`src/lbf_pkg.sv`:
```
// Types and constants for the LED brightness fade engine.
// No dependencies.
package lbf_pkg;
	typedef enum logic [2:0] {
		ACT_TICK  = 3'd0,
		ACT_SET   = 3'd1,
		ACT_PULSE = 3'd2,
		ACT_FADE  = 3'd3,
		ACT_CYCLE = 3'd4,
		ACT_STOP  = 3'd5
	} action_t;

	typedef enum logic [2:0] {
		ST_IDLE,
		ST_DIV,
		ST_SINE,
		ST_MUL,
		ST_OUT
	} state_t;

	// Input transfer: one command or one millisecond tick.
	typedef struct packed {
		action_t action;
		logic [7:0] level;
		logic [7:0] peak_level;
		logic [23:0] duration_ms;
	} cmd_item_t;

	// Output transfer: the level report for one item.
	typedef struct packed {
		logic [7:0] brightness;
		logic changed;
		logic done_res;
		logic busy_res;
	} level_report_t;

	// Controller to datapath.
	typedef struct packed {
		logic load;     // take the accepted item, do the command work
		logic div_step; // one restoring division step
		logic sine;     // look up sine and form the weight
		logic mul;      // form the blended level
	} cmd_t;

	// Datapath to controller.
	typedef struct packed {
		logic need_calc; // item was a tick that needs a new level
		logic div_last;  // division is on its final step
	} stat_t;

	localparam int unsigned LEVEL_W = 8;
	localparam int unsigned Q_W = 16;
endpackage

```
`src/lbf_ctrl.sv`:
```
// Controller state machine of the fade engine.
// Depends on lbf_pkg.
module lbf_ctrl import lbf_pkg::*; (
	input  logic  clk,
	input  logic  arst_n,
	input  logic  in_valid,
	output logic  in_ready,
	output logic  out_valid,
	input  logic  out_ready,
	input  stat_t stat,
	output cmd_t  cmd
);
	state_t state_q, state_d;

	// Next state.
	always_comb begin
		state_d = state_q;
		case (state_q)
			ST_IDLE: if (in_valid) state_d = ST_DIV;
			ST_DIV: begin
				if (!stat.need_calc) state_d = ST_OUT;
				else if (stat.div_last) state_d = ST_SINE;
			end
			ST_SINE: state_d = ST_MUL;
			ST_MUL:  state_d = ST_OUT;
			ST_OUT:  if (out_ready) state_d = ST_IDLE;
			default: state_d = ST_IDLE;
		endcase
	end

	// Outputs.
	always_comb begin
		in_ready = 1'b0;
		out_valid = 1'b0;
		cmd = '0;
		case (state_q)
			ST_IDLE: begin
				in_ready = 1'b1;
				cmd.load = in_valid;
			end
			ST_DIV:  cmd.div_step = stat.need_calc;
			ST_SINE: cmd.sine = 1'b1;
			ST_MUL:  cmd.mul = 1'b1;
			ST_OUT:  out_valid = 1'b1;
			default: ;
		endcase
	end

	always_ff @(posedge clk or negedge arst_n) begin
		if (!arst_n) state_q <= ST_IDLE;
		else state_q <= state_d;
	end
endmodule

```
`config.mk`:
```
export PLATFORM = sky130hd
export DESIGN_NAME = lbf_ctrl
export DESIGN_NICKNAME = d
export VERILOG_FILES = /design/src/lbf_pkg.sv /design/src/lbf_ctrl.sv
export SDC_FILE = /design/constraint.sdc
export NUM_CORES = 1
export LEC_CHECK = 0
export BUFFER_PORTS_ARGS = -buffer_cell sky130_fd_sc_hd__buf_2
export CAP_MARGIN = 10
export CORE_AREA = 2 2 39 41
export CTS_CLUSTER_SIZE = 14
export DETAILED_ROUTE_END_ITERATION = 10
export DIE_AREA = 0 0 41 43
export GPL_TIMING_DRIVEN = 0
export PLACE_DENSITY = 0.44
export SLEW_MARGIN = 20
export SYNTH_ARGS = -nofsm -noshare
export SYNTH_HDL_FRONTEND = slang
export SYNTH_SLANG_ARGS = --single-unit
```
`constraint.sdc`:
```
create_clock -name clk -period 1.2 [get_ports clk]
set_input_delay 0.24 -clock clk [delete_from_list [all_inputs] [get_ports clk]]
set_output_delay 0.24 -clock clk [all_outputs]
set_load 0.01 [all_outputs]
```
**After elaboration in Yosys (flattened, before gate mapping)**

Index checks and enable logic that the tools add are counted.

- Shift-type cells: 0
- Equal/unequal tests: 7
- Order comparisons: 0
- Bitwise logic cells: 0
- Reduce and logical (&&, ||, !) cells: 2
- Multiplexer cells: 11
- Add/sub/neg operators: 0
- Multiply operators: 0
- Divide/modulo/power cells: 0

Operator list:

| cell | count |
|---|---|
| $pmux W3 S5 | 1 |
| $mux W3 | 4 |
| $eq A3 B2 Y1 const B | 2 |
| $mux W1 | 6 |
| $ne A2 B2 Y1 const B | 2 |
| $eq A3 B1 Y1 const B | 1 |
| $eq A3 B3 Y1 const B | 1 |
| $logic_not A3 Y1 | 1 |
| $ne A3 B3 Y1 const B | 1 |
| $reduce_and A3 Y1 | 1 |

- Bits in writable memories: 0
- Memories kept: 0
- Output and inout bits: 6
- Bits in registers: 3
- ROM bits: 0
- Latch bits: 0
- Input port bits: 6

**Logic depth before layout (Yosys ltp)**

Gate-level depths: netlist (run 1).

- Depth after elaboration: 3
- Mapped depth: 3
- Gate-level depth less buffers: 2

**Worst setup path after synthesis (run 1)**

Ideal clock, no wire load.

- Path kind: register to output
- Start: register state_q[1]
- End: output port cmd[3] (netlist name)
- Arrival time: 0.942 ns
- Setup slack: 0.018 ns
- Data required time: 0.960 ns
- Stages on the path, launching flop included: 4
- Buffers on the path: 1
- Cells stage by stage: dfrtp_1 > buf_4 > nor3_2 > and2_1

RTL lines:

| element | line | RTL |
|---|---|---|
| start, declared | lbf_ctrl.sv:13 | `state_t state_q, state_d;` |
| start signal, assigned | lbf_ctrl.sv:51 | `else state_q <= state_d;` |
| end, declared | lbf_ctrl.sv:11 | `output cmd_t cmd` |

==> results of run 1 <==
## timing repair
| item | 4_1_cts | 5_1_grt |
|---|---|---|
| cloned | 1 | 0 |
| resized for setup | 4 | 0 |
| pin swaps | 2 | 3 |
| setup endpoints to repair | 6 | 6 |
| hold endpoints to repair | 3 | 0 |
| setup buffers | 3 | 1 |
| hold buffers | 1 | 0 |
## cell usage after synthesis, drive strengths merged
master,number
nor3b,2
and2,1
dfrtp,3
nand2,1
o21bai,1
a32o,1
inv,2
buf,2
nand4bb,1
a21oi,2
nor3,2
and3,1
nand4b,1
nand2b,2
## how the worst min path moves through the flow
stage	end	slack (ps)	startpoint	cells after the start
detailed placement	state_q[1]$_DFFE_PN0P_	40	arst_n	1
global placement	state_q[1]$_DFFE_PN0P_	40	arst_n	1
finish	state_q[2]$_DFFE_PN0P_	290	out_ready	3
global route	state_q[2]$_DFFE_PN0P_	300	out_ready	3
CTS	state_q[2]$_DFFE_PN0P_	290	out_ready	3
floorplan	state_q[0]$_DFFE_PN0P_	-60	arst_n	0
## metrics by stage
step	total power, W	TNS, ps	utilization (%)
floorplan	0.000528	0	-
global placement	0.000670	0	21.6
detailed placement	0.000665	0	21.6
CTS	0.00100	-722	27.3
global route	0.00110	-1220	27.8
finish	0.000994	-673	27.8
## cell type report
class | count | area, um2 | area share, %
Sequential cell | 3 | 76.3 | 19.8
Timing Repair Buffer | 17 | 100 | 26.0
Inverter | 2 | 7.51 | 1.95
Tap cell | 16 | 20.0 | 5.19
Clock buffer | 4 | 26.3 | 6.82
Multi-Input combinational cell | 15 | 133 | 34.4
Buffer | 2 | 22.5 | 5.84
## per-layer routing
layer | wire [um] | vias up | global-route usage, % | share of wire [%]
li1 | - | 120 | - | -
met1 | 191 | 111 | 8.41 | 36
met2 | 292 | 7 | 10.3 | 55
met3 | 47 | 0 | 6.28 | 8.9
met4 | 0 | 0 | 2.00 | 0
met5 | 0 | - | 0 | 0
## where the power goes
part	switching (W)	leakage, nW	internal [W]
sequential	0.0000578	0.0377	0.000153
clock	0.0000541	0.0150	0.000125
combinational	0.000252	0.146	0.000353
## critical path, cell delays in order (launching register included)
cell     delay, ps
dfrtp_1        360
buf_6          140
nor3_4         150
and2_1         130
buf_2          120
## cell families after synthesis
group | after synthesis | synth area share, %
buffers and inverters | 4 | 10.1
AO/OA/AOI/OAI | 4 | 12.9
flip-flops | 3 | 33.5
AND/OR/NAND/NOR | 11 | 43.6
==> results.py, run 1 <==
metrics = {
    "synthesis": {
        "syn_area_um2": 224,
        "yosysWarnings": 0,
        "netlist.area_leader.share_pct": 33.5,
        "synth-seq-area-share_pct": 33.5,
        "synthCells": 22,
        "yosys_register_bits": 3,
        "avgSynthCellArea_um2": 10.2,
        "synth_fp_nets": 28,
        "synth.largest_area_cell": "dfrtp_1",
        "yosysUniqueCellTypes": 17,
        "yosys-top-cells-area": "dfrtp_1, nor3b_4, buf_4",
    },
    "grt": {
        "grt_pass1_vias": 199,
        "grtUsageTotal_pct": 7.44,
        "grt_pass1_wl_um": 834,
        "grt_start_max_net_pins": 8,
        "grt_overflow": 0,
        "antenna_found_initial": 0,
    },
    "layout": {
        "mostFrequentLayoutCells": "buf_2, buf_4, clkbuf_4",
        "largest_reg_flops": 3,
        "drive_gt1_share_pct": 60.5,
        "fill_cells": 155,
        "final_cell_area_um2": 385,
        "areaGrowthSynthToFinish_pct": 72.1,
        "regMostFlops": "state_q",
        "mostFrequentLayoutCell": "buf_2",
        "n_antenna_cell": 0,
        "top_regs": "state_q (3)",
        "finalNetCount": 50,
        "fin_cells": 59,
    },
    "timing": {
        "fin_ws_ps": -172,
        "drv_slew": 0,
        "tightest_slew_ps": 156,
        "finalHoldViolCount": 0,
        "fmax_ghz": 0.729,
        "slew_headroom_pct": 89.6,
        "skew_ps": 0.415,
        "min_period_over_period_pct": 114,
        "setup_violations": 8,
        "hold_ws_ps": 294,
        "finalCriticalPeriod_ps": 1370,
        "rsz0062_at_grt": "yes",
    },
    "power": {
        "vdd_drop_max_mv": 0.648,
        "leakagePower_nw": 0.199,
        "p_per_area_mw_per_mm2": 2580,
    },
    "worst_setup_path": {
        "required_ps": 960,
        "rrSetupSlack_ps": -60,
        "cp.arrival_ps": 1130,
        "crit_fanout": 6,
        "rr_worst_depth": 5,
        "crit_end": "cmd[3]",
        "end_kind": "output port",
        "r2r_start": "state_q[1]$_DFFE_PN0P_",
        "reg2reg_to": "state_q[2]$_DFFE_PN0P_",
        "critPathLaunchType": "register",
        "startpoint": "state_q[0]$_DFFE_PN0P_",
        "critPathKind": "reg -> out",
    },
    "placement": {
        "dp_cells": 49,
        "io_buffers": 11,
        "place_ws_ps": 29.0,
        "gp_congestion": 0.592,
        "dpl_cell_area_um2": 299,
    },
    "drt": {
        "routedWlPerCell_um": 9.00,
        "wirelength_um": 531,
        "drt_iter0_drc": 0,
        "detail_route.vias_per_cell": 4.03,
        "vias": 238,
        "drc": 0,
        "dr.pass1.iters": 1,
        "ant_nets": 0,
    },
    "floorplan": {
        "start_util_pct": 16.2,
        "fp.dieArea_mm2": 0.00176,
        "core_mm2": 0.00138,
        "ios": 12,
        "die_width_um": 41,
        "row_count": 14,
        "die_h_um": 43,
    },
    "job": {
        "max_cap_viol_count": 0,
    },
    "clock_network": {
        "clk-insertion-delay-late_ps": 230,
        "cts.htree.levels": 1,
        "clock_sinks": 3,
        "clk_pin_slew_ps": 40,
        "cts_tree": "done",
        "numCtsBuffers": 3,
        "cts_root_buffer": "clkbuf_4",
        "clockBufferDepth": 2,
    },
    "min_path": {
        "hold_path.class": "in -> reg",
    },
    "run_status": {
        "violations": "setup timing",
        "status": "complete, but fails checks",
    },
}
Note: power is estimated with default switching activity, not from simulation.
==> run 2, diff against run 1 <==
- clock period: 1.2 -> 1.38 ns (I/O delays scaled with it)
==> run 2 against run 1 <==
Compared with the run above: the flow still finishes with violations (setup timing); critical path depth unchanged; clock skew unchanged; clock power shrank 13%; via count up 0.42%; combinational power down 13%; clock-buffer cell count unchanged; flip-flop and latch count unchanged; die area is the same; sequential share of layout area did not move; power down 13%; final area unchanged.
==> results.py, run 2 (same netlist as run 1, synthesis figures left out) <==
metrics = {
    "run_status": {
        "status": "complete, but fails checks",
        "violations": "setup timing",
    },
    "timing": {
        "min_period_over_period_pct": 102,
        "finalCriticalPeriod_ps": 1410,
        "skew_ps": 0.415,
        "drv_slew": 0,
        "fin_ws_ps": -28.8,
        "fmax_ghz": 0.710,
        "tightest_slew_ps": 156,
        "setup_violations": 1,
        "rsz0062_at_grt": "yes",
        "fin_tns_setup_ps": -28.8,
        "finalHoldViolCount": 0,
        "slew_headroom_pct": 89.6,
    },
    "clock_network": {
        "clockBufferDepth": 2,
        "clk_pin_slew_ps": 40,
        "numCtsBuffers": 3,
        "clock_sinks": 3,
        "cts_tree": "done",
        "cts_root_buffer": "clkbuf_4",
        "clk-insertion-delay-late_ps": 230,
        "cts.htree.levels": 1,
    },
    "floorplan": {
        "row_count": 14,
        "die_width_um": 41,
        "ios": 12,
        "start_util_pct": 16.2,
        "die_h_um": 43,
        "fp.dieArea_mm2": 0.00176,
        "core_mm2": 0.00138,
    },
    "layout": {
        "final_cell_area_um2": 385,
        "n_antenna_cell": 0,
        "top_regs": "state_q (3)",
        "final_core_util_pct": 27.8,
        "areaGrowthSynthToFinish_pct": 72.1,
        "drive_gt1_share_pct": 60.5,
        "mostFrequentLayoutCell": "buf_2",
        "finalNetCount": 50,
        "mostFrequentLayoutCells": "buf_2, buf_4, clkbuf_4",
        "largest_reg_flops": 3,
        "regMostFlops": "state_q",
    },
    "power": {
        "power_w": 0.000865,
        "seqPwrFrac_pct": 21.2,
        "leakagePower_nw": 0.198,
        "p_per_area_mw_per_mm2": 2250,
        "power.internal_w": 0.000549,
        "clockPowerShare_pct": 18.0,
        "vdd_drop_max_mv": 0.563,
        "p_switching_w": 0.000316,
        "combPwrFrac_pct": 60.9,
        "p_sw_share_pct": 36.5,
    },
    "drt": {
        "wirelength_um": 532,
        "detail_route.vias_per_cell": 4.05,
        "dr.pass1.iters": 1,
        "ant_nets": 0,
        "drt_iter0_drc": 0,
        "drc": 0,
        "routedWlPerCell_um": 9.02,
        "vias": 239,
    },
    "worst_setup_path": {
        "path_cells": "buf_6 > nor3_4 > and2_1 > buf_2",
        "cpPeakStageDelay_ps": 360,
        "required_ps": 1100,
        "critPathKind": "reg -> out",
        "cp.arrival_ps": 1130,
        "crit_path_top_delay_cell": "dfrtp_1",
        "crit_fanout": 6,
        "critPathLaunchType": "register",
        "end_kind": "output port",
    },
    "job": {
        "max_cap_viol_count": 0,
    },
    "min_path": {
        "hold_path.class": "in -> reg",
    },
    "grt": {
        "grtUsageTotal_pct": 7.44,
        "grt_overflow": 0,
        "grt_pass1_vias": 200,
        "grt_start_max_net_pins": 8,
        "antenna_found_initial": 0,
        "grt_pass1_wl_um": 834,
    },
    "placement": {
        "gp_congestion": 0.592,
        "io_buffers": 11,
        "dpl_cell_area_um2": 299,
    },
}
run 2: cell counts in the layout (fill, tap and decap cells not counted):
No cell type changed its count.
run 2: final cells by class:
cell class	instances	area, um2
timing repair buffer	17	100
tap	16	20.0
inverter	2	7.51
fill	155	998
buffer	2	22.5
sequential	3	76.3
clock buffer	4	26.3
multi-input combinational	15	133
run 2: power groups by stage:
stage	Combinational [W]	Clock [W]	Sequential, W
global placement	0.000415	0	0.000167
global route	0.000591	0.000177	0.000190
finish	0.000526	0.000156	0.000183
detailed placement	0.000411	0	0.000167
CTS	0.000521	0.000166	0.000183
floorplan	0.000301	0	0.000158
run 2: path summary, 6_finish.rpt:
kind	startpoint	endpoint	slack [ps]	depth (start not counted)
hold / removal	out_ready	state_q[2]$_DFFE_PN0P_	330	3
setup / recovery	state_q[0]$_DFFE_PN0P_	cmd[3]	-30	4
setup reg to reg	state_q[1]$_DFFE_PN0P_	state_q[2]$_DFFE_PN0P_	120	5
hold reg to reg	state_q[2]$_DFFE_PN0P_	state_q[1]$_DFFE_PN0P_	540	1
min in group asynchronous	arst_n	state_q[0]$_DFFE_PN0P_	370	2
max in group asynchronous	arst_n	state_q[2]$_DFFE_PN0P_	900	2
run 2: worst max-delay path, delay by kind of cell (launching register included):
family	cells	cell delay, ps
and+or+nand+nor	2	280
buffers and inverters	2	260
DFF	1	360
run 2: what timing repair did:
item                                    CTS  global route
cloned                                    1             0
hold buffers                              1             0
setup buffers                             3             1
pin swaps                                 2             1
resized for setup                         4             0
endpoints found under the hold margin     3             0
endpoints found under the setup margin    2             5
run 2: layer usage:
metal | up-vias | wire length (um) | track usage (%)
met3 | 0 | 47 | 6.28
met4 | 0 | 0 | 2.00
met5 | - | 0 | 0
met2 | 7 | 293 | 10.3
li1 | 120 | - | -
met1 | 112 | 191 | 8.41
run 2: stage by stage:
stage,hold slack (ps),instances,worst slack (ps)
floorplan,-19.6,22,162
global placement,73.5,49,185
detailed placement,74.3,49,173
CTS,328,58,-47.0
global route,331,59,-137
finish,330,59,-28.8
